File: src/design/swbl_pkg.sv
package swbl_pkg;

    // command codes
    localparam logic [1:0] OP_SET     = 2'd0;
    localparam logic [1:0] OP_SUSPEND = 2'd1;
    localparam logic [1:0] OP_RESUME  = 2'd2;

    // register indexes
    localparam int unsigned NUM_REGS  = 8;
    localparam int unsigned IDX_W     = $clog2(NUM_REGS);
    localparam logic [IDX_W-1:0] REG_START       = 3'd0;
    localparam logic [IDX_W-1:0] REG_ZERO_LOW    = 3'd1;
    localparam logic [IDX_W-1:0] REG_ZERO_HIGH   = 3'd2;
    localparam logic [IDX_W-1:0] REG_ONE_LOW     = 3'd3;
    localparam logic [IDX_W-1:0] REG_ONE_HIGH    = 3'd4;
    localparam logic [IDX_W-1:0] REG_END         = 3'd5;
    localparam logic [IDX_W-1:0] REG_ENABLE_HIGH = 3'd6;
    localparam logic [IDX_W-1:0] REG_ENABLE_LOW  = 3'd7;

    localparam int unsigned US_W     = 12;
    localparam int unsigned CFG_IDX_W = 4;

    typedef logic [US_W-1:0] us_t;

    // register reset values, in index order
    localparam us_t REG_RESET [NUM_REGS] = '{
        12'd10, 12'd20, 12'd5, 12'd5, 12'd20, 12'd10, 12'd200, 12'd800
    };

    // frame constants
    localparam logic [7:0] DEV_ADDR      = 8'h58;
    localparam us_t        SETTLE_US     = 12'd4000;
    localparam logic [6:0] MAX_LEVEL     = 7'd100;
    localparam logic [6:0] DEFAULT_LEVEL = 7'd30;
    localparam logic [4:0] MIN_CODE      = 5'd5;

    // segment positions: three enable segments, then the 37-segment frame
    localparam logic [5:0] POS_FRAME     = 6'd3;
    localparam logic [5:0] POS_LAST      = 6'd39;
    localparam logic [5:0] F_ADDR_FIRST  = 6'd1;
    localparam logic [5:0] F_ADDR_LAST   = 6'd16;
    localparam logic [5:0] F_EOS         = 6'd17;
    localparam logic [5:0] F_START2      = 6'd18;
    localparam logic [5:0] F_DATA_FIRST  = 6'd19;
    localparam logic [5:0] F_DATA_LAST   = 6'd34;
    localparam logic [5:0] F_END         = 6'd35;

    typedef struct packed {
        logic [1:0] op;
        logic [6:0] level;
    } cmd_t;

    typedef struct packed {
        logic       line_level;
        us_t        hold_us;
        logic       last;
    } seg_t;

    typedef enum logic [1:0] {
        KIND_FRAME,
        KIND_SUSPEND,
        KIND_RESUME
    } kind_t;

    typedef struct packed {
        kind_t      kind;
        logic [4:0] code;
    } job_t;

    typedef enum logic {
        BK_IDLE,
        BK_RUN
    } back_state_t;

    // brightness level to 5-bit code through the range table
    function automatic logic [4:0] level_code(input logic [6:0] lvl);
        logic [6:0] l;
        logic [6:0] lm1;
        l   = (lvl > MAX_LEVEL) ? MAX_LEVEL : lvl;
        lm1 = l - 7'd1;
        if (l == 7'd0)
            level_code = MIN_CODE;
        else if (l <= 7'd84)
            level_code = MIN_CODE + lm1[6:2];
        else if (l <= 7'd87)
            level_code = 5'd26;
        else if (l <= 7'd90)
            level_code = 5'd27;
        else if (l <= 7'd93)
            level_code = 5'd28;
        else if (l <= 7'd96)
            level_code = 5'd29;
        else if (l <= 7'd99)
            level_code = 5'd30;
        else
            level_code = 5'd31;
    endfunction

endpackage

File: src/design/swbl_front.sv
module swbl_front (
    input  logic              clk,
    input  logic              rst_n,
    input  logic              cmd_valid,
    output logic              cmd_ready,
    input  swbl_pkg::cmd_t    cmd,
    input  logic              q_full,
    output logic              push,
    output swbl_pkg::job_t    push_job
);

    logic       powered_reg;
    logic       powered_next;
    logic [6:0] saved_level_reg;
    logic [6:0] saved_level_next;
    logic       accept;

    assign cmd_ready = !q_full;
    assign accept    = cmd_valid && cmd_ready;

    // classify the command and update power and level state
    always_comb
    begin
        powered_next     = powered_reg;
        saved_level_next = saved_level_reg;
        push             = 1'b0;
        push_job.kind    = swbl_pkg::KIND_FRAME;
        push_job.code    = swbl_pkg::level_code(saved_level_reg);
        if (accept)
        begin
            unique case (cmd.op)
                swbl_pkg::OP_SET:
                begin
                    saved_level_next = cmd.level;
                    push_job.code    = swbl_pkg::level_code(cmd.level);
                    push             = powered_reg;
                end
                swbl_pkg::OP_SUSPEND:
                begin
                    powered_next  = 1'b0;
                    push_job.kind = swbl_pkg::KIND_SUSPEND;
                    push          = 1'b1;
                end
                swbl_pkg::OP_RESUME:
                begin
                    powered_next  = 1'b1;
                    push_job.kind = swbl_pkg::KIND_RESUME;
                    push          = 1'b1;
                end
                default:
                begin
                    push = 1'b0;
                end
            endcase
        end
    end

    always_ff @(posedge clk or negedge rst_n)
    begin
        if (!rst_n)
        begin
            powered_reg     <= 1'b1;
            saved_level_reg <= swbl_pkg::DEFAULT_LEVEL;
        end
        else
        begin
            powered_reg     <= powered_next;
            saved_level_reg <= saved_level_next;
        end
    end

endmodule

File: src/design/swbl_queue.sv
module swbl_queue (
    input  logic              clk,
    input  logic              rst_n,
    input  logic              push,
    input  swbl_pkg::job_t    push_job,
    input  logic              pop,
    output logic              full,
    output logic              not_empty,
    output swbl_pkg::job_t    head
);

    swbl_pkg::job_t mem_reg [2];
    logic           wr_ptr_reg;
    logic           rd_ptr_reg;
    logic [1:0]     count_reg;
    logic [1:0]     count_next;
    logic           do_push;
    logic           do_pop;

    assign full      = (count_reg == 2'd2);
    assign not_empty = (count_reg != 2'd0);
    assign head      = mem_reg[rd_ptr_reg];
    assign do_push   = push && !full;
    assign do_pop    = pop && not_empty;

    // occupancy
    always_comb
    begin
        count_next = count_reg;
        if (do_push && !do_pop)
            count_next = count_reg + 2'd1;
        else if (do_pop && !do_push)
            count_next = count_reg - 2'd1;
    end

    always_ff @(posedge clk or negedge rst_n)
    begin
        if (!rst_n)
        begin
            wr_ptr_reg <= 1'b0;
            rd_ptr_reg <= 1'b0;
            count_reg  <= 2'd0;
        end
        else
        begin
            count_reg <= count_next;
            if (do_push)
                wr_ptr_reg <= !wr_ptr_reg;
            if (do_pop)
                rd_ptr_reg <= !rd_ptr_reg;
        end
    end

    // storage
    always_ff @(posedge clk)
    begin
        if (do_push)
            mem_reg[wr_ptr_reg] <= push_job;
    end

endmodule

File: src/design/swbl_back.sv
module swbl_back (
    input  logic                                clk,
    input  logic                                rst_n,
    input  logic                                cfg_we,
    input  logic [swbl_pkg::CFG_IDX_W-1:0]      cfg_index,
    input  swbl_pkg::us_t                       cfg_data,
    input  logic                                q_not_empty,
    input  swbl_pkg::job_t                      q_head,
    output logic                                pop,
    output logic                                seg_valid,
    input  logic                                seg_ready,
    output swbl_pkg::seg_t                      seg
);

    swbl_pkg::us_t          regs_reg [swbl_pkg::NUM_REGS];
    swbl_pkg::back_state_t  state_reg;
    swbl_pkg::back_state_t  state_next;
    swbl_pkg::job_t         job_reg;
    logic [5:0]             pos_reg;
    logic [5:0]             pos_next;
    logic                   out_valid_reg;
    swbl_pkg::seg_t         out_reg;
    logic                   slot_free;
    logic                   load;
    swbl_pkg::seg_t         cur;
    logic [5:0]             f;
    logic [5:0]             t;
    logic [7:0]             word;
    logic                   bit_val;
    logic                   phase;
    logic [2:0]             bit_sel;

    assign slot_free = !out_valid_reg || seg_ready;
    assign load      = (state_reg == swbl_pkg::BK_RUN) && slot_free;
    assign seg_valid = out_valid_reg;
    assign seg       = out_reg;

    // timing registers
    always_ff @(posedge clk or negedge rst_n)
    begin
        if (!rst_n)
        begin
            for (int i = 0; i < swbl_pkg::NUM_REGS; i++)
                regs_reg[i] <= swbl_pkg::REG_RESET[i];
        end
        else if (cfg_we && (cfg_index < swbl_pkg::CFG_IDX_W'(swbl_pkg::NUM_REGS)))
        begin
            regs_reg[cfg_index[swbl_pkg::IDX_W-1:0]] <= cfg_data;
        end
    end

    // segment at the current position
    always_comb
    begin
        f       = pos_reg - swbl_pkg::POS_FRAME;
        t       = 6'd0;
        word    = swbl_pkg::DEV_ADDR;
        cur     = '0;
        if (f >= swbl_pkg::F_DATA_FIRST)
        begin
            t    = f - swbl_pkg::F_DATA_FIRST;
            word = {3'b000, job_reg.code};
        end
        else
        begin
            t    = f - swbl_pkg::F_ADDR_FIRST;
        end
        phase   = t[0];
        bit_sel = 3'd7 - t[3:1];
        bit_val = word[bit_sel];

        if (job_reg.kind == swbl_pkg::KIND_SUSPEND)
        begin
            cur = '{line_level: 1'b0, hold_us: '0, last: 1'b1};
        end
        else
        begin
            case (pos_reg)
                6'd0: cur = '{1'b1, regs_reg[swbl_pkg::REG_ENABLE_HIGH], 1'b0};
                6'd1: cur = '{1'b0, regs_reg[swbl_pkg::REG_ENABLE_LOW], 1'b0};
                6'd2: cur = '{1'b1, swbl_pkg::SETTLE_US, 1'b0};
                default:
                begin
                    if (f == 6'd0 || f == swbl_pkg::F_START2)
                        cur = '{1'b1, regs_reg[swbl_pkg::REG_START], 1'b0};
                    else if (f == swbl_pkg::F_EOS || f == swbl_pkg::F_END)
                        cur = '{1'b0, regs_reg[swbl_pkg::REG_END], 1'b0};
                    else if (f > swbl_pkg::F_END)
                        cur = '{1'b1, '0, 1'b1};
                    else if (bit_val)
                        cur = '{phase, phase ? regs_reg[swbl_pkg::REG_ONE_HIGH]
                                             : regs_reg[swbl_pkg::REG_ONE_LOW], 1'b0};
                    else
                        cur = '{phase, phase ? regs_reg[swbl_pkg::REG_ZERO_HIGH]
                                             : regs_reg[swbl_pkg::REG_ZERO_LOW], 1'b0};
                end
            endcase
        end
    end

    // next state
    always_comb
    begin
        state_next = state_reg;
        unique case (state_reg)
            swbl_pkg::BK_IDLE:
            begin
                if (q_not_empty)
                    state_next = swbl_pkg::BK_RUN;
            end
            swbl_pkg::BK_RUN:
            begin
                if (load && cur.last)
                    state_next = swbl_pkg::BK_IDLE;
            end
            default: state_next = swbl_pkg::BK_IDLE;
        endcase
    end

    // sequencer outputs
    always_comb
    begin
        pop      = 1'b0;
        pos_next = pos_reg;
        unique case (state_reg)
            swbl_pkg::BK_IDLE:
            begin
                pop = q_not_empty;
                if (q_head.kind == swbl_pkg::KIND_FRAME)
                    pos_next = swbl_pkg::POS_FRAME;
                else
                    pos_next = 6'd0;
            end
            swbl_pkg::BK_RUN:
            begin
                if (load)
                    pos_next = pos_reg + 6'd1;
            end
            default: pop = 1'b0;
        endcase
    end

    always_ff @(posedge clk or negedge rst_n)
    begin
        if (!rst_n)
        begin
            state_reg     <= swbl_pkg::BK_IDLE;
            out_valid_reg <= 1'b0;
            pos_reg       <= 6'd0;
        end
        else
        begin
            state_reg <= state_next;
            pos_reg   <= pos_next;
            if (load)
                out_valid_reg <= 1'b1;
            else if (seg_ready)
                out_valid_reg <= 1'b0;
        end
    end

    // payload registers
    always_ff @(posedge clk)
    begin
        if (pop)
            job_reg <= q_head;
        if (load)
            out_reg <= cur;
    end

endmodule

File: src/design/single_wire_backlight_frame_sender_unit.sv
// Single-wire backlight frame sender.
// cmd channel (valid/ready): op set level, suspend or resume, plus a level.
// seg channel (valid/ready): timed line segments, line level and hold in us,
// last marks the final segment of a command.
// cfg port: cfg_we writes cfg_data into timing register cfg_index at once;
// indexes of eight and above are ignored.
// A set while powered gives a 37-segment frame, a resume gives the enable
// sequence plus a frame (40 segments), a suspend gives one low segment.
// The first segment of a command goes out through the command queue, then the
// sequencer's job register, then the output register.
// Throughput: one segment per cycle while the receiver takes them; between
// commands the sequencer passes through its idle state to pick the next one
// up from the two-entry command queue.
// cmd_ready only drops when the queue is full, so commands are taken while
// segments of earlier ones are still going out.
// Reset empties the queue and output register, restores the timing registers
// to their defaults, sets powered and the saved level 30.
// When the receiver stalls the output register holds its segment and the
// sequencer waits; the queue keeps taking commands until it fills.
module single_wire_backlight_frame_sender_unit (
    input  logic                                clk,
    input  logic                                rst_n,
    input  logic                                cmd_valid,
    output logic                                cmd_ready,
    input  swbl_pkg::cmd_t                      cmd,
    output logic                                seg_valid,
    input  logic                                seg_ready,
    output swbl_pkg::seg_t                      seg,
    input  logic                                cfg_we,
    input  logic [swbl_pkg::CFG_IDX_W-1:0]      cfg_index,
    input  swbl_pkg::us_t                       cfg_data
);

    logic           push;
    swbl_pkg::job_t push_job;
    logic           pop;
    logic           q_full;
    logic           q_not_empty;
    swbl_pkg::job_t q_head;

    // command decode and state
    swbl_front u_front (
        .clk      (clk),
        .rst_n    (rst_n),
        .cmd_valid(cmd_valid),
        .cmd_ready(cmd_ready),
        .cmd      (cmd),
        .q_full   (q_full),
        .push     (push),
        .push_job (push_job)
    );

    // command queue
    swbl_queue u_queue (
        .clk      (clk),
        .rst_n    (rst_n),
        .push     (push),
        .push_job (push_job),
        .pop      (pop),
        .full     (q_full),
        .not_empty(q_not_empty),
        .head     (q_head)
    );

    // segment sequencer
    swbl_back u_back (
        .clk        (clk),
        .rst_n      (rst_n),
        .cfg_we     (cfg_we),
        .cfg_index  (cfg_index),
        .cfg_data   (cfg_data),
        .q_not_empty(q_not_empty),
        .q_head     (q_head),
        .pop        (pop),
        .seg_valid  (seg_valid),
        .seg_ready  (seg_ready),
        .seg        (seg)
    );

endmodule

File: config.mk
export PLATFORM = sky130hd
export DESIGN_NAME = single_wire_backlight_frame_sender_unit
export DESIGN_NICKNAME = d
export VERILOG_FILES = /design/src/design/swbl_pkg.sv /design/src/design/swbl_front.sv /design/src/design/swbl_queue.sv /design/src/design/swbl_back.sv /design/src/design/single_wire_backlight_frame_sender_unit.sv
export SDC_FILE = /design/constraint.sdc
export NUM_CORES = 1
export LEC_CHECK = 0
export BUFFER_PORTS_ARGS = -buffer_cell sky130_fd_sc_hd__clkbuf_2
export CAP_MARGIN = 10
export CORE_UTILIZATION = 55
export DETAILED_ROUTE_END_ITERATION = 12
export GPL_ROUTABILITY_DRIVEN = 1
export HOLD_SLACK_MARGIN = 0.12
export PLACE_DENSITY = 0.71
export SYNTH_ARGS = -nofsm -noshare
export SYNTH_HDL_FRONTEND = slang
export SYNTH_SLANG_ARGS = --single-unit
File: constraint.sdc
create_clock -name clk -period 9.15 [get_ports clk]
set_clock_uncertainty 0.1 [all_clocks]
set_input_delay 0.915 -clock clk [delete_from_list [all_inputs] [get_ports clk]]
set_output_delay 0.915 -clock clk [all_outputs]
set_load 0.02 [all_outputs]
Word-level counts from Yosys, hierarchy flattened

Memories as Yosys holds them, arrays and structs flattened.
Index checks and enable logic that the tools add are counted.

Register bits after elaboration: 137
Bits in writable memories: 14
Output and inout port bits: 16
Logic and storage cells: 146
Memories kept: 1

Memory list:

| memory          | words | bits a word | rd ports | clocked after Yosys merged registers in | write ports | RTL line         | text |
|---|---|---|---|---|---|---|---|
| u_queue.mem_reg | 2     | 7           | 1        | 0                                       | 1           | swbl_queue.sv:12 | `swbl_pkg::job_t mem_reg [2];` |

Add/sub/neg operators: 11
Order comparisons: 20
Equal/unequal tests: 10
Multiplexer cells: 50
Bitwise operators: 2
Reductions and logical operators: 31

Operators with widths:

| operator                                                              | count |
|---|---|
| 96-bit bitwise mux                                                    | 1 |
| 7-bit <= comparator, second input constant                            | 12 |
| 5-bit 2-to-1 mux                                                      | 13 |
| 14-bit 2-to-1 mux                                                     | 3 |
| 14-bit case mux with 3 select lines                                   | 1 |
| 12-bit demux with 3-bit select                                        | 1 |
| 12-bit 2-to-1 mux                                                     | 3 |
| 7-bit 2-to-1 mux                                                      | 4 |
| 7-bit greater-than comparator, second input constant                  | 2 |
| 7-bit logical NOT                                                     | 2 |
| 7-bit by 1-bit subtractor with 7-bit output, second input constant    | 2 |
| 13-bit 2-to-1 mux                                                     | 1 |
| 6-bit by 5-bit == test with 1-bit output, second input constant       | 2 |
| 6-bit logical NOT                                                     | 2 |
| 1-bit 2-to-1 mux                                                      | 12 |
| 6-bit case mux with 2 select lines                                    | 1 |
| 3-bit by 5-bit adder with 5-bit output, first input constant          | 2 |
| 1-bit logical AND                                                     | 9 |
| 2-bit nonzero test                                                    | 4 |
| 6-bit by 1-bit adder with 6-bit output, second input constant         | 1 |
| 6-bit by 1-bit == test with 1-bit output, second input constant       | 1 |
| 6-bit by 2-bit == test with 1-bit output, second input constant       | 1 |
| 6-bit == test, second input constant                                  | 1 |
| 6-bit by 5-bit >= comparator with 1-bit output, second input constant | 1 |
| 27 further kinds                                                      | 42 |

Logic depth before layout (Yosys ltp)

Depth after elaboration: 15
Mapped depth: 16

By module

From an unflattened synthesis, not the netlist that was laid out.

Cells, all modules: 705
Area total of the unflattened synthesis: 8186.6 µm²

Modules (own cells, without submodules):

| module     | instances | cells an instance | area each (µm²) | sequential area each (µm²) |
|---|---|---|---|---|
| swbl_back  | 1         | 528               | 6391.1          | 3255.6 |
| swbl_front | 1         | 136               | 1083.5          | 206.4 |
| swbl_queue | 1         | 41                | 711.9           | 520.5 |

Worst setup path after synthesis

No wires, ideal clock.

Path kind: reg-to-reg
From: register u_back.pos_reg[0]
To: register u_back.out_reg (netlist bit u_back.seg[10]) (data pin)
Library setup time: 0.142 ns
Data arrival time: 3.419 ns
Required time: 8.908 ns
Path slack: 5.489 ns
Cell stages (with the launch flop): 17
Path buffers: 2
Period minus slack after synthesis: 3.661 ns
Cell sequence: dfrtp_1 -> buf_2 -> inv_1 -> ha_1 -> a211o_1 -> a21o_1 -> a21o_4 -> inv_2 -> ha_1 -> and2_1 -> o21ai_0 -> and4_1 -> o211ai_1 -> o211ai_2 -> buf_6 -> mux2_4 -> o21ai_2

Longest elaborated chain between the ends: 11
Elaborated cells between the ends (all ways): 26
Those cells by class: add/sub (4); order compare (2); eq/ne (5); mux (11); reduce/logical (4)

Ends and longest elaborated chain:

| item                                                                         | RTL line         | text |
|---|---|---|
| from (decl)                                                                  | swbl_back.sv:19  | `logic [5:0] pos_reg;` |
| from (signal assigned)                                                       | swbl_back.sv:154 | `pos_reg <= pos_next;` |
| 6-bit by 2-bit subtractor with 6-bit output                                  | swbl_back.sv:55  | `f = pos_reg - swbl_pkg::POS_FRAME;` |
| 6-bit by 5-bit >= comparator with 1-bit output, or another cell as far along | swbl_back.sv:59  | `if (f >= swbl_pkg::F_DATA_FIRST)` |
| 4-bit 2-to-1 mux                                                             | swbl_back.sv:59  |  |
| 3-bit subtractor                                                             | swbl_back.sv:69  | `bit_sel = 3'd7 - t[3:1];` |
| 1-bit binary-select mux with 3-bit select                                    | swbl_back.sv:70  | `bit_val = word[bit_sel];` |
| 1-bit 2-to-1 mux (implied by the code)                                       | swbl_back.sv:70  |  |
| 13-bit 2-to-1 mux                                                            | swbl_back.sv:90  | `else if (bit_val)` |
| 14-bit 2-to-1 mux                                                            | swbl_back.sv:88  | `else if (f > swbl_pkg::F_END)` |
| 14-bit 2-to-1 mux                                                            | swbl_back.sv:86  | `else if (f == swbl_pkg::F_EOS \|\| f == swbl_pkg::F_END)` |
| 14-bit 2-to-1 mux                                                            | swbl_back.sv:84  | `if (f == 6'd0 \|\| f == swbl_pkg::F_START2)` |
| 14-bit case mux with 3 select lines *                                        | swbl_back.sv:78  | `case (pos_reg)` |
| to (signal assigned)                                                         | swbl_back.sv:168 | `out_reg <= cur;` |
| to (decl)                                                                    | swbl_back.sv:22  | `swbl_pkg::seg_t out_reg;` |

Every way passes the cells marked *; elsewhere a longest branch is shown, timed or not. The select of a mux whose other input is x is not followed.
A chain may end at the register's enable or synchronous reset.

Worst setup path in the final report

From: register u_back.pos_reg[0]
To: register u_back.out_reg (netlist bit u_back.seg[1]) (data pin)

The elaborated chain is that of the path after synthesis.

==> PnR_summary.wiki <==
{| class="wikitable"
! Metric !! Value
|-
| Outcome || completed
|-
| Final period demand of the worst path || 5.62 ns
|-
| Met3 routed wirelength || 792 microns
|-
| Routed length on met2 || 8540 microns
|-
| Crit Path Class || reg -> reg
|-
| Startpoint type of the worst setup path || flip-flop
|-
| Commonest register cell after synthesis || dfrtp_1
|-
| Clk Tree Root Cell || clkbuf_16
|-
| Pwr per Cell Area || 361 mW/mm^2
|-
| Final #Nets || 719
|-
| Row cnt || 43
|-
| Cells after Synth || 644
|-
| Die area || 0.0148 sq mm
|-
| Wire length per cell || 20.6 microns
|-
| Top routing layer in use || met4
|-
| Overflow after GRT || 0
|-
| Count of endpoints failing setup in the final report || 0
|-
| Post-CTS Resized || 0
|-
| Post-route DRC || 0
|-
| Pins over their slew limit || 0
|-
| CTS Hold Bufs || 0
|-
| Num Clock Sinks || 151
|-
| Number of distinct standard cells referenced by the synthesized netlist || 63
|-
| Number of synthesized flops with an enable pin || 35
|-
| Highest achievable clock rate || 178 MHz
|-
| Unrepaired setup endpoints after global routing || false
|-
| Count of routing violations after the opening detailed-route iteration || 495
|-
| Maximum fanout along the worst path || 40
|-
| DIE WIDTH || 122 microns
|-
| Final core utilization || 63.0%
|-
| Post-Layout Cell Count || 867
|-
| Mapped cell area || 0.00787 sq mm
|-
| Buffers added on ports || 45
|-
| Post-DRT Antenna Nets || 0
|-
| Clock-pin transition on the worst setup and hold timing paths || 0.06 ns
|-
| Maximum root-to-sink buffer count || 2
|-
| Maximum number of pins on one net before global-route repair || 77
|-
| Kind of end point of the critical path || flip-flop
|-
| Number of cells after detailed placement || 835
|-
| Antenna violations before repair || 0
|-
| Number of vias per cell || 6.24
|-
| Number of global-route vias before repair || 5514
|-
| Deepest level of the CTS H-tree || 4
|-
| Routed length on met1 || 8030 microns
|-
| Tcrit/Tclk final || 61.4%
|-
| HPWL after detailed placement || 11500 microns
|-
| Net count of the mapped netlist || 689
|-
| Post-layout power || 3160 uW
|-
| Crit path required time || 9.31 ns
|-
| Data arrival time of the worst path || 5.78 ns
|-
| Clock buffer count from CTS || 17
|-
| Initial cell density of the core || 56.4%
|-
| Die Y-Extent || 122 microns
|-
| Clock network latency to the later pin of the worst-skew pair || 0.43 ns
|-
| Count of antenna diodes in the layout || 0
|-
| Mean cell area of the mapped netlist || 12.2 sq um
|-
| Global placement routability congestion || 0.912
|-
| Setup TNS || 0 ns
|-
| Synthesis warning total || 0
|-
| Fraction of layout cells with a size suffix above 1 || 36.4%
|-
| Tightest slew margin relative to the limit || 19.8%
|-
| Post-route standard cell area excluding fillers || 0.00877 sq mm
|-
| CORE AREA || 0.0139 sq mm
|-
| Area added between synthesis and finish || 11.6%
|-
| Sequential area share after synthesis || 50.6%
|-
| HP Class || in -> async
|-
| Via count || 5411
|-
| Number of detailed-routing iterations run before antenna repair || 7
|-
| Leakage power of the design || 0.00367 uW
|-
| Max reg flops || 96
|-
| TritonCTS clock tree || done
|-
| Standard cell area after detailed placement || 0.00821 sq mm
|-
| Maxcap violations || 0
|-
| Post-synth ARST share || 76.8%
|-
| Number of flip-flops and latches in the synthesized netlist || 151
|-
| Global-route wire length before repair || 28800 microns
|-
| Total I/O pin count || 46
|-
| Total track usage || 26.2%
|-
| Maximum vdd drop || 0.229 mV
|-
| Number of post-CTS setup repair buffers || 0
|-
| Fin. Hold Viols || 0
|-
| Worst-margin pin slew || 1.20 ns
|-
| Routed WL || 17800 microns
|}
[cell usage in the layout (no fill, tap or decap), types with 11 or more instances in the layout]
| cell | synthesis | layout |
|---|---|---|
| and2_1 | 11 | 11 |
| nand2_1 | 24 | 24 |
| dfrtp_1 | 93 | 92 |
| a221oi_1 | 18 | 18 |
| nor2_1 | 37 | 37 |
| inv_1 | 12 | 12 |
| ha_1 | 15 | 15 |
| dfstp_2 | 23 | 23 |
| clkbuf_2 | 0 | 44 |
| o21ai_0 | 30 | 30 |
| mux2i_1 | 27 | 27 |
| edfxtp_1 | 35 | 35 |
| clkbuf_16 | 0 | 17 |
| mux2_2 | 113 | 113 |
| a21oi_1 | 17 | 17 |
[logic make-up (layout without fill, tap and decap cells)]
group	Yosys count	in the layout	share of synthesized area (%)
buffers and inverters	51	94	2.75
XOR/XNOR	15	15	1.77
flip-flops	151	151	50.6
multiplexers	150	150	21.5
adder cells (fa/ha/maj)	15	15	2.39
AO/OA/AOI/OAI	138	138	12.8
AND/OR/NAND/NOR	124	124	8.13
[metrics by stage]
stage	hold WS [ns]	worst slack, ns
CTS	0.391	3.62
global route	0.407	3.23
finish	0.377	3.53
global placement	0.369	4.02
detailed placement	0.389	3.77
floorplan	0.355	5.49
[cell usage after synthesis, types with 6 or more instances]
cell type | n | share of area, %
nand2b_1 | 8 | 0.64
edfxtp_1 | 35 | 13
mux2i_1 | 27 | 3.4
nor2_1 | 37 | 1.8
dfrtp_1 | 93 | 30
nand2_1 | 24 | 1.1
inv_1 | 12 | 0.57
buf_2 | 8 | 0.51
ha_1 | 15 | 2.4
clkbuf_1 | 23 | 1.1
o21ai_2 | 10 | 1.1
a21oi_1 | 17 | 1.1
nor2b_1 | 6 | 0.48
mux2_2 | 113 | 16
a22oi_1 | 7 | 0.67
o21ai_0 | 30 | 1.9
nor3b_1 | 7 | 0.67
xnor2_1 | 7 | 0.78
o21a_1 | 7 | 0.67
and2_1 | 11 | 0.88
mux2_4 | 10 | 1.9
dfstp_2 | 23 | 7.7
xor2_1 | 7 | 0.78
a221oi_1 | 18 | 2.0
[final cells by class]
type | instances | area [sq um]
fillers | 1076 | 5160
flip-flops and latches | 151 | 3980
multi-input cells | 442 | 3700
clock buffers | 19 | 433
repair buffers | 49 | 258
well taps | 180 | 225
clock inverters | 13 | 130
inverters | 13 | 48.8
[power by group]
part           total, uW  internal (uW)  switching (uW)
registers           1150            954             200
logic               1340            620             720
clock network        669            399             271
[metal layers]
layer | up-vias | track usage [%]
met5 | - | 0
met4 | 0 | 11.0
met3 | 42 | 5.24
met2 | 169 | 41.7
met1 | 2749 | 34.9
li1 | 2451 | -
[final timing paths]
check	start	endpoint	slack (ns)	cells past startpoint
max	u_back.pos_reg[0]	u_back.seg[1]	3.53	14
min	rst_n	u_back.regs_reg[35]	0.38	1
max reg2reg	u_back.pos_reg[0]	u_back.seg[1]	3.53	14
min reg2reg	u_queue.wr_ptr_reg	u_queue.wr_ptr_reg	0.39	1
max in group asynchronous	rst_n	u_back.pos_reg[0]	7.21	2
min in group clk	u_queue.wr_ptr_reg	u_queue.wr_ptr_reg	0.39	1
[critical path: stages (launching register included)]
cell	delay, ns
dfrtp_2	1.12
inv_1	0.37
ha_1	0.36
a211o_1	0.31
a21o_1	0.20
a21o_4	0.24
inv_2	0.07
ha_1	0.29
and2_1	0.20
o21ai_0	0.27
and4_1	0.28
o211ai_1	0.11
o211ai_2	0.94
mux2_2	0.43
o21ai_0	0.15
(Power assumes the default switching activity.)
